**src/hdl/assert_macros.svh**
```systemverilog
// ---------------------------------------------------------------------------
// Assertion macros
// Shared concurrent assertion wrappers for the Hill cipher block.
// ---------------------------------------------------------------------------
`ifndef ASSERT_MACROS_SVH
`define ASSERT_MACROS_SVH

// Checked on every rising edge outside of reset.
`define ASSERT_CLK(lbl, clk, rst, prop, msg) \
  lbl: assert property (@(posedge clk) disable iff (rst) (prop)) else $error(msg);

// Checked on every rising edge, reset included.
`define ASSERT_ALWAYS(lbl, clk, prop, msg) \
  lbl: assert property (@(posedge clk) (prop)) else $error(msg);

`endif

```
**src/hdl/hc_pkg.sv**
```systemverilog
// ---------------------------------------------------------------------------
// hc_pkg
// Types, constants and mod-26 arithmetic helpers for the Hill cipher block.
// ---------------------------------------------------------------------------
`timescale 1ns / 1ps

package hc_pkg;

  localparam int unsigned LETTER_W   = 5;
  localparam int unsigned CFG_IDX_W  = 3;
  localparam int unsigned CFG_DATA_W = 5;

  typedef logic [LETTER_W-1:0] letter_t;

  // Padding letter 'x' used to complete an odd trailing letter.
  localparam letter_t PAD_LETTER = 5'd23;

  typedef enum logic [CFG_IDX_W-1:0] {
    CFG_KEY_A = 3'd0,
    CFG_KEY_B = 3'd1,
    CFG_KEY_C = 3'd2,
    CFG_KEY_D = 3'd3,
    CFG_MODE  = 3'd4
  } cfg_reg_t;

  // Active matrix for the datapath plus the error flag that goes with it.
  typedef struct packed {
    letter_t m00;
    letter_t m01;
    letter_t m10;
    letter_t m11;
    logic    err;
  } hc_key_t;

  // A completed letter pair as a row vector.
  typedef struct packed {
    letter_t p0;
    letter_t p1;
    logic    last;
  } hc_pair_t;

  // Fold a 5-bit value into 0..25.
  function automatic letter_t red26(input letter_t x);
    return (x >= 5'd26) ? letter_t'(x - 5'd26) : x;
  endfunction

  // x mod 26 for x < 2048: reciprocal multiply by 2521/65536 gives the exact
  // quotient over this range, then one multiply-subtract gives the remainder.
  function automatic letter_t mod26(input logic [10:0] x);
    logic [22:0] prod;
    logic [6:0]  q;
    logic [11:0] r;
    prod = 23'(x) * 23'd2521;
    q    = prod[22:16];
    r    = {1'b0, x} - (12'(q) * 12'd26);
    return r[LETTER_W-1:0];
  endfunction

  // (a*b + c*d) mod 26 for operands already in 0..25.
  function automatic letter_t dot26(input letter_t a, input letter_t b,
                                    input letter_t c, input letter_t d);
    logic [10:0] s;
    s = (11'(a) * 11'(b)) + (11'(c) * 11'(d));
    return mod26(s);
  endfunction

  // Additive inverse mod 26 for a value in 0..25.
  function automatic letter_t neg26(input letter_t x);
    return (x == '0) ? '0 : letter_t'(5'd26 - x);
  endfunction

  // Multiplicative inverse mod 26; zero when none exists.
  function automatic letter_t inv26(input letter_t x);
    letter_t r;
    case (x)
      5'd1:    r = 5'd1;
      5'd3:    r = 5'd9;
      5'd5:    r = 5'd21;
      5'd7:    r = 5'd15;
      5'd9:    r = 5'd3;
      5'd11:   r = 5'd19;
      5'd15:   r = 5'd7;
      5'd17:   r = 5'd23;
      5'd19:   r = 5'd11;
      5'd21:   r = 5'd5;
      5'd23:   r = 5'd17;
      5'd25:   r = 5'd25;
      default: r = 5'd0;
    endcase
    return r;
  endfunction

endpackage

```
**src/hdl/hc_stream_if.sv**
```systemverilog
// ---------------------------------------------------------------------------
// Hill cipher stream interfaces
// Valid/ready channels for incoming letters and outgoing cipher letters.
// ---------------------------------------------------------------------------
`timescale 1ns / 1ps

interface hc_in_if;
  logic           valid;
  logic           ready;
  logic [4:0]     letter;
  logic           text_end;

  modport source (output valid, output letter, output text_end, input ready);
  modport sink   (input valid, input letter, input text_end, output ready);
endinterface

interface hc_out_if;
  logic           valid;
  logic           ready;
  logic [4:0]     letter_out;
  logic           last;
  logic           key_error;

  modport source (output valid, output letter_out, output last, output key_error,
                  input ready);
  modport sink   (input valid, input letter_out, input last, input key_error,
                  output ready);
endinterface

```
**src/hdl/hc_key_unit.sv**
```systemverilog
// ---------------------------------------------------------------------------
// hc_key_unit
// Key and mode registers, two-stage inverse key computation, matrix select.
// ---------------------------------------------------------------------------
`timescale 1ns / 1ps

module hc_key_unit (
  input  logic                           clk,
  input  logic                           rst,
  input  logic                           cfg_write,
  input  logic [hc_pkg::CFG_IDX_W-1:0]   cfg_index,
  input  logic [hc_pkg::CFG_DATA_W-1:0]  cfg_data,
  output logic                           mode,
  output logic                           settling,
  output hc_pkg::hc_key_t                key
);
  import hc_pkg::*;

  letter_t key_a, key_b, key_c, key_d;
  letter_t ka, kb, kc, kd;
  letter_t det, det_next;
  letter_t inv_a, inv_b, inv_c, inv_d;
  letter_t inv_a_next, inv_b_next, inv_c_next, inv_d_next;
  letter_t det_inv;
  logic    not_invertible, not_invertible_next;

  always_ff @(posedge clk) begin
    if (rst) begin
      key_a <= 5'd1;
      key_b <= 5'd0;
      key_c <= 5'd0;
      key_d <= 5'd1;
      mode  <= 1'b0;
    end else if (cfg_write) begin
      case (cfg_reg_t'(cfg_index))
        CFG_KEY_A: key_a <= cfg_data;
        CFG_KEY_B: key_b <= cfg_data;
        CFG_KEY_C: key_c <= cfg_data;
        CFG_KEY_D: key_d <= cfg_data;
        CFG_MODE:  mode  <= cfg_data[0];
        default:   ;
      endcase
    end
  end

  always_comb begin
    ka = red26(key_a);
    kb = red26(key_b);
    kc = red26(key_c);
    kd = red26(key_d);
    // Offset by 26*26 keeps the difference non-negative.
    det_next = mod26((11'(ka) * 11'(kd)) + 11'd676 - (11'(kb) * 11'(kc)));
    det_inv             = inv26(det);
    not_invertible_next = (det_inv == '0);
    inv_a_next = dot26(det_inv, kd, 5'd0, 5'd0);
    inv_b_next = dot26(det_inv, neg26(kb), 5'd0, 5'd0);
    inv_c_next = dot26(det_inv, neg26(kc), 5'd0, 5'd0);
    inv_d_next = dot26(det_inv, ka, 5'd0, 5'd0);
  end

  // The determinant is registered from the key, and the inverse from the
  // determinant. The settling flag is raised in the cycle after a write so that
  // no letter is taken in while the inverse is still stale.
  always_ff @(posedge clk) begin
    if (rst) begin
      det            <= 5'd1;
      inv_a          <= 5'd1;
      inv_b          <= 5'd0;
      inv_c          <= 5'd0;
      inv_d          <= 5'd1;
      not_invertible <= 1'b0;
      settling       <= 1'b0;
    end else begin
      det            <= det_next;
      inv_a          <= inv_a_next;
      inv_b          <= inv_b_next;
      inv_c          <= inv_c_next;
      inv_d          <= inv_d_next;
      not_invertible <= not_invertible_next;
      settling       <= cfg_write;
    end
  end

  always_comb begin
    if (mode) begin
      key.m00 = inv_a;
      key.m01 = inv_b;
      key.m10 = inv_c;
      key.m11 = inv_d;
      key.err = not_invertible;
    end else begin
      key.m00 = ka;
      key.m01 = kb;
      key.m10 = kc;
      key.m11 = kd;
      key.err = 1'b0;
    end
  end

endmodule

```
**src/hdl/hc_pair_former.sv**
```systemverilog
// ---------------------------------------------------------------------------
// hc_pair_former
// Gathers letters into pairs, pads or drops an odd end, registers the pair.
// ---------------------------------------------------------------------------
`timescale 1ns / 1ps

module hc_pair_former (
  input  logic             clk,
  input  logic             rst,
  hc_in_if.sink            text_in,
  input  logic             mode,
  input  logic             hold,
  input  logic             pair_take,
  output logic             pair_valid,
  output hc_pkg::hc_pair_t pair
);
  import hc_pkg::*;

  letter_t  held_letter;
  logic     holding;
  logic     accept;
  logic     fire;
  letter_t  letter_r;
  hc_pair_t pair_next;

  assign text_in.ready = !hold && (!pair_valid || pair_take);
  assign accept        = text_in.valid && text_in.ready;
  assign letter_r      = red26(text_in.letter);

  // A pair completes on a second letter, or on a lone final letter when
  // encrypting; a lone final letter in decrypt mode is dropped.
  assign fire = accept && (holding || (text_in.text_end && !mode));

  always_comb begin
    if (holding) begin
      pair_next.p0   = held_letter;
      pair_next.p1   = letter_r;
      pair_next.last = text_in.text_end;
    end else begin
      pair_next.p0   = letter_r;
      pair_next.p1   = PAD_LETTER;
      pair_next.last = 1'b1;
    end
  end

  always_ff @(posedge clk) begin
    if (rst) begin
      holding    <= 1'b0;
      pair_valid <= 1'b0;
    end else begin
      if (accept) begin
        holding <= !holding && !text_in.text_end;
      end
      if (fire) begin
        pair_valid <= 1'b1;
      end else if (pair_take) begin
        pair_valid <= 1'b0;
      end
    end
  end

  always_ff @(posedge clk) begin
    if (accept && !holding) begin
      held_letter <= letter_r;
    end
    if (fire) begin
      pair <= pair_next;
    end
  end

endmodule

```
**src/hdl/hc_result_queue.sv**
```systemverilog
// ---------------------------------------------------------------------------
// hc_result_queue
// Matrix product mod 26, a two-pair result queue and the letter serializer.
// ---------------------------------------------------------------------------
`timescale 1ns / 1ps

`include "assert_macros.svh"

module hc_result_queue (
  input  logic             clk,
  input  logic             rst,
  input  logic             pair_valid,
  input  hc_pkg::hc_pair_t pair,
  input  hc_pkg::hc_key_t  key,
  output logic             space,
  hc_out_if.source         text_out
);
  import hc_pkg::*;

  letter_t    r0, r1;
  letter_t    e_r0   [2];
  letter_t    e_r1   [2];
  logic [1:0] e_last;
  logic [1:0] e_err;
  logic       wr_ptr, rd_ptr;
  logic [1:0] count;
  logic       phase;
  logic       push, pop;

  always_comb begin
    r0 = dot26(pair.p0, key.m00, pair.p1, key.m10);
    r1 = dot26(pair.p0, key.m01, pair.p1, key.m11);
    if (key.err) begin
      r0 = '0;
      r1 = '0;
    end
  end

  assign space = (count != 2'd2);
  assign push  = pair_valid && space;
  assign pop   = text_out.valid && text_out.ready && phase;

  assign text_out.valid      = (count != 2'd0);
  assign text_out.letter_out = phase ? e_r1[rd_ptr] : e_r0[rd_ptr];
  assign text_out.last       = phase && e_last[rd_ptr];
  assign text_out.key_error  = e_err[rd_ptr];

  always_ff @(posedge clk) begin
    if (rst) begin
      wr_ptr <= 1'b0;
      rd_ptr <= 1'b0;
      count  <= 2'd0;
      phase  <= 1'b0;
    end else begin
      if (push) begin
        wr_ptr <= !wr_ptr;
      end
      if (pop) begin
        rd_ptr <= !rd_ptr;
      end
      if (text_out.valid && text_out.ready) begin
        phase <= !phase;
      end
      count <= count + 2'(push) - 2'(pop);
    end
  end

  always_ff @(posedge clk) begin
    if (push) begin
      e_r0[wr_ptr]   <= r0;
      e_r1[wr_ptr]   <= r1;
      e_last[wr_ptr] <= pair.last;
      e_err[wr_ptr]  <= key.err;
    end
  end

  `ASSERT_CLK(a_count_range, clk, rst, count != 2'd3, "result queue count overflow")
  `ASSERT_CLK(a_phase_needs_entry, clk, rst, !phase || (count != 2'd0), "second letter with empty queue")
  `ASSERT_CLK(a_err_zero, clk, rst, !(text_out.valid && text_out.key_error) || (text_out.letter_out == '0), "key error with nonzero letter")
  `ASSERT_CLK(a_letter_range, clk, rst, !text_out.valid || (text_out.letter_out < 5'd26), "result letter out of range")

endmodule

```
**src/hdl/hill_cipher_2x2_mod26.sv**
```systemverilog
// ---------------------------------------------------------------------------
// hill_cipher_2x2_mod26
// Streaming 2x2 Hill cipher over letter indices 0..25.
// ---------------------------------------------------------------------------
// The block takes one letter per item and gives two result items for every
// completed pair, so it sustains one input item per clock while the output
// side drains one letter per clock. Letters are paired as a row vector and
// multiplied mod 26 by the key [[key_a, key_b], [key_c, key_d]] in encrypt
// mode, or by its modular inverse in decrypt mode. A final odd letter is
// padded with 'x' when encrypting and silently dropped when decrypting. When
// the key determinant has no inverse mod 26, decrypted letters come out as 0
// with key_error set. The letter that completes a pair is registered in the
// pair register, and the product is then written into the result queue once
// the queue has space. The queue holds two pairs, so a stalled output still
// lets input flow until both entries and the pair register are full. After a
// configuration write the inverse key is registered through the determinant
// and inverse registers, so text_in.ready is held low in the cycle that
// follows each write; any pair completed after that uses the new inverse.
// ---------------------------------------------------------------------------
`timescale 1ns / 1ps

module hill_cipher_2x2_mod26 (
  input  logic                           clk,
  input  logic                           rst,
  input  logic                           cfg_write,
  input  logic [hc_pkg::CFG_IDX_W-1:0]   cfg_index,
  input  logic [hc_pkg::CFG_DATA_W-1:0]  cfg_data,
  hc_in_if.sink                          text_in,
  hc_out_if.source                       text_out
);
  import hc_pkg::*;

  logic     mode;
  logic     settling;
  hc_key_t  key;
  logic     pair_valid;
  hc_pair_t pair;
  logic     space;

  // Configuration registers and the precomputed inverse key.
  hc_key_unit u_key (
    .clk       (clk),
    .rst       (rst),
    .cfg_write (cfg_write),
    .cfg_index (cfg_index),
    .cfg_data  (cfg_data),
    .mode      (mode),
    .settling  (settling),
    .key       (key)
  );

  // Input side: pairs letters up and holds the completed pair in a register.
  // Input is held off while the inverse key settles after a write.
  hc_pair_former u_pair (
    .clk        (clk),
    .rst        (rst),
    .text_in    (text_in),
    .mode       (mode),
    .hold       (settling),
    .pair_take  (space),
    .pair_valid (pair_valid),
    .pair       (pair)
  );

  // Output side: matrix product into the queue, then one letter per item.
  hc_result_queue u_queue (
    .clk        (clk),
    .rst        (rst),
    .pair_valid (pair_valid),
    .pair       (pair),
    .key        (key),
    .space      (space),
    .text_out   (text_out)
  );

endmodule

```
**src/flat_wrapper.sv**
```systemverilog
// flat-port wrapper written by rule: the top's interface ports become plain ports
module hill_cipher_2x2_mod26_flat import hc_pkg::*;
  (clk, rst, cfg_write, cfg_index, cfg_data, text_in_valid, text_in_letter, text_in_text_end, text_in_ready, text_out_valid, text_out_letter_out, text_out_last, text_out_key_error, text_out_ready);
  hc_in_if text_in_i ();
  hc_out_if text_out_i ();
  input  logic clk;
  input  logic rst;
  input  logic cfg_write;
  input  logic [hc_pkg::CFG_IDX_W-1:0] cfg_index;
  input  logic [hc_pkg::CFG_DATA_W-1:0] cfg_data;
  input wire logic [$bits(text_in_i.valid)-1:0] text_in_valid;
  input wire logic [$bits(text_in_i.letter)-1:0] text_in_letter;
  input wire logic [$bits(text_in_i.text_end)-1:0] text_in_text_end;
  output wire logic [$bits(text_in_i.ready)-1:0] text_in_ready;
  output wire logic [$bits(text_out_i.valid)-1:0] text_out_valid;
  output wire logic [$bits(text_out_i.letter_out)-1:0] text_out_letter_out;
  output wire logic [$bits(text_out_i.last)-1:0] text_out_last;
  output wire logic [$bits(text_out_i.key_error)-1:0] text_out_key_error;
  input wire logic [$bits(text_out_i.ready)-1:0] text_out_ready;
  assign text_in_i.valid = text_in_valid;
  assign text_in_i.letter = text_in_letter;
  assign text_in_i.text_end = text_in_text_end;
  assign text_in_ready = text_in_i.ready;
  assign text_out_valid = text_out_i.valid;
  assign text_out_letter_out = text_out_i.letter_out;
  assign text_out_last = text_out_i.last;
  assign text_out_key_error = text_out_i.key_error;
  assign text_out_i.ready = text_out_ready;
  hill_cipher_2x2_mod26 u_core (.clk(clk), .rst(rst), .cfg_write(cfg_write), .cfg_index(cfg_index), .cfg_data(cfg_data), .text_in(text_in_i), .text_out(text_out_i));
endmodule
```
**config.mk**
```make
export PLATFORM = sky130hd
export DESIGN_NAME = hill_cipher_2x2_mod26_flat
export DESIGN_NICKNAME = d
export VERILOG_FILES = /design/src/hdl/hc_pkg.sv /design/src/hdl/hc_stream_if.sv /design/src/hdl/hc_key_unit.sv /design/src/hdl/hc_pair_former.sv /design/src/hdl/hc_result_queue.sv /design/src/hdl/hill_cipher_2x2_mod26.sv /design/src/flat_wrapper.sv
export VERILOG_INCLUDE_DIRS = /design/src /design/src/hdl
export SDC_FILE = /design/constraint.sdc
export NUM_CORES = 2
export LEC_CHECK = 0
export BUFFER_PORTS_ARGS = -buffer_cell sky130_fd_sc_hd__buf_2
export CORE_MARGIN = 2
export CORE_UTILIZATION = 30
export DETAILED_ROUTE_END_ITERATION = 12
export HOLD_SLACK_MARGIN = 0.06
export MAX_ROUTING_LAYER = met4
export PLACE_DENSITY = 0.43
export SETUP_SLACK_MARGIN = 0.4
export SLEW_MARGIN = 20
export SYNTH_ARGS = -nofsm -noshare
export SYNTH_HDL_FRONTEND = slang
export SYNTH_SLANG_ARGS = --single-unit
```
**constraint.sdc**
```tcl
create_clock -name clk -period 30.7 [get_ports clk]
set_input_delay 0 -clock clk [delete_from_list [all_inputs] [get_ports clk]]
set_output_delay 0 -clock clk [all_outputs]
set_load 0.01 [all_outputs]
```
==> results.md <==
- Leak Pwr: 0.0155 µW
- WS Path Type: reg2reg
- CP most frequent cell: fa_1
- Grt total ovfl: 0
- CTS buffer count: 9
- Crit. End Element: flop
- Final period util: 0.410
- Synth Cell Area: 26500 µm²
- Hold Slack: 110 ps
- Area Overhead vs Synth: 7.68%
- Final setup violation count: 0
- Ys async rst share: 0
- Worst Path Buf+Inv: 9
- VDD IR-drop max: 169 µV
- Routed WL: 58600 µm
- Total of max-cap violations: 0
- RSZ-0062 raised after global routing: no
- First-pass GRT wire length: 99400 µm
- Clock Tree Buf Depth: 2
- Crit path max fanout: 8
- FF+latch count, synth: 96
- Routability Congestion: 0.855
- Die H: 301 µm
- Number of synthesized flops with an enable pin: 40
- Synthesized Nets: 3815
- Dpl hpwl: 50400 µm
- Die ar.: 90700 µm²
- Fin. Hold Viols: 0
- Wire per inst: 14.7 µm
- CP required: 30790 ps
- Initial antenna violation count: 4
- Post-CTS setup buffers: 0
- Slew headroom: 0.346
- First-pass DRT Iterations: 5
- Initial Util: 0.304
- DRC: 0
- CTS root buf: clkbuf_16
- Seq/Total Area, Yosys: 0.0877
- Critical Path AT: 12660 ps
- Max incr delay on CP: 570 ps
- Synth warn: 0
- Synth top area cells: ha_1 29%, fa_1 28%, inv_1 9.8%
- Layout cells sized above 1: 0.0383
- Gr usage total: 0.140
- Sink Count: 96
- CTS tree: done
- Via count: 17800
- # placed instances: 3973
- CTS clk-pin slew, worst paths: 80 ps
- Top-area cell type share of the netlist area: 0.294
- Largest net degree at the start of global routing: 55
- Cell Area, Placed: 28100 µm²
- Die Width: 301 µm
- Status: finished clean
- Vias in the first global route: 19300
- Post-Syn Instances: 2804
- Clock latency on the worst-skew pair: 370 ps
- Avg Vias per Cell: 4.45
- Drt first-iter violations: 677
- Cell area after layout: 28500 µm²
- Slowest cell on crit path: xor2_1
- Library cells used by synthesis: 71
- Layout Skew: 10.0 ps
- Core ar.: 87200 µm²
- Non-Filler Instances: 4001
- Measured slew at the worst slew-check pin: 974 ps
- Setup_tns: 0 ps
- Hold Path Class: in2reg
- Post-DRT Antenna Nets: 0
- Slew Limit Fails: 0
- Top-level I/O count: 28
- Fmax: 79.5 MHz
- Power Density: 73.0 nW/µm²
- Post-synth top area cell: ha_1
- CP delay by family, top: adder cells
- Syn_area_per_cell: 9.45 µm²
- Worst setup SP type: flop
- Main flop type after synthesis: dfxtp_1
- Final net count: 3850
- Final Critical Period: 12570 ps
- Std-Cell Rows: 108
- H-tree depth: 3
- PortBufs: 27
-- power by group --
part,switching (µW),internal (µW),total [µW],leakage (µW)
Combinational,977,806,1780,0.0145
Clock,54.8,55.7,111,0.000126
Sequential,8.82,181,190,0.000825
Total,1040,1040,2080,0.0155
-- timing repair --
action / CTS / global route
endpoints found under the hold margin: 26 / 0
hold buffers: 10 / 0
resized for setup: 0 / 0
-- logic make-up (layout without fill, tap and decap cells) --
| logic type | Yosys count | after routing | synth area share |
|---|---|---|---|
| adder cells (fa/ha/maj) | 992 | 992 | 0.573 |
| buffers and inverters | 736 | 776 | 0.104 |
| AND/OR/NAND/NOR | 511 | 511 | 0.0980 |
| AO/OA/AOI/OAI | 296 | 296 | 0.0709 |
| XOR/XNOR | 146 | 146 | 0.0532 |
| flip-flops | 96 | 96 | 0.0877 |
| multiplexers | 27 | 27 | 0.0128 |
| other | 0 | 2 | 0 |
-- worst register-to-register path, delay by kind of cell (launching register included) --
family | cells | cell delay [ps]
adders and majority gates | 15 | 6310
AOI/OAI and AO/OA | 11 | 2430
buffers and inverters | 9 | 720
xor gates and xnor gates | 7 | 1620
DFF | 1 | 380
and+or+nand+nor | 6 | 820
-- per-stage QoR --
step	setup slack [ps]	total power, µW	util
6_report	18130	2080	0.327
2_1_floorplan	19280	1620	-
3_3_place_gp	18390	1960	0.323
5_1_grt	17140	2420	0.327
4_1_cts	18080	2140	0.327
3_5_place_dp	18120	2000	0.323
-- metal layers --
metal / vias to the layer above / wire length (µm) / share of wire / global-route usage
li1: 8933 / - / - / -
met1: 8701 / 29000 / 0.49 / 0.189
met2: 155 / 27900 / 0.48 / 0.235
met3: 23 / 1240 / 0.021 / 0.0124
met4: 0 / 429 / 0.0073 / 0.0158
met5: - / 0 / 0 / -
-- layout by cell type (no fill, tap or decap), types with 27 or more instances in the layout --
cell type / n
buf_2: 27
nor2_1: 141
ha_1: 623
and2_1: 79
nor2b_1: 86
nand2b_1: 31
dfxtp_1: 56
nand2_1: 103
inv_1: 694
fa_1: 369
xnor2_1: 98
buf_4: 28
edfxtp_1: 40
xor2_1: 38
a21o_1: 31
o21ai_0: 65
a21oi_1: 99
-- Yosys cell counts (3+ instances only) --
library cell,number
inv_1,694
ha_1,623
fa_1,369
nor2_1,143
nand2_1,103
a21oi_1,99
xnor2_1,98
nor2b_1,86
and2_1,79
o21ai_0,65
dfxtp_1,56
edfxtp_1,40
xor2_1,39
clkbuf_1,35
a21o_1,31
nand2b_1,31
o21bai_1,22
mux2i_1,16
nor3_1,14
o21a_1,13
or2_2,10
nand3_1,8
a21boi_0,7
o31ai_1,7
xnor3_1,7
a31oi_1,6
and3_1,6
mux2_2,6
nand4_1,6
a211o_1,5
buf_1,5
mux4_2,5
nor4_1,5
a221oi_1,4
nor3b_1,4
o31a_1,4
a31o_2,3
and4_1,3
o21ba_2,3
-- flip-flops by register name, summed over array words and instances, names as in the netlist, 5 cells and up, named ones only --
name,count
u_core.u_key.key_a,5
u_core.u_key.key_b,5
u_core.u_pair.held_letter,5
u_core.u_key.inv_c,5
u_core.u_key.inv_a,5
u_core.u_key.inv_d,5
u_core.u_key.key_d,5
u_core.u_queue.e_r0,10
u_core.u_key.key_c,5
u_core.u_key.det_inv,5
u_core.u_key.inv_b,5
u_core.u_pair.pair,11
u_core.u_queue.e_r1,10
-- area by class of cell --
| class | count | area, µm² |
|---|---|---|
| sequential | 96 | 2320 |
| multi-input combinational | 1972 | 21400 |
| clock buffer | 9 | 225 |
| tap | 1155 | 1450 |
| timing repair buffer | 65 | 445 |
| clock inverter | 7 | 56.3 |
| inverter | 695 | 2610 |
| antenna | 2 | 5.00 |
| fill | 9044 | 58600 |
-- worst paths after layout --
check	slack, ps	cells past startpoint	end	from
worst min register to register	450	0	u_core.u_queue.e_last[1]$_DFFE_PP_	u_core.u_pair.pair[0]$_SDFFCE_PN1P_
worst min-delay path	110	4	u_core.u_pair.holding$_SDFFE_PP0P_	text_in_valid
worst max register to register	18130	48	u_core.u_queue.e_r1[0][4]$_DFFE_PP_	u_core.u_key.key_d[1]$_SDFFE_PP0P_
worst max-delay path	18130	48	u_core.u_queue.e_r1[0][4]$_DFFE_PP_	u_core.u_key.key_d[1]$_SDFFE_PP0P_
Note: power is estimated with default switching activity, not from simulation.
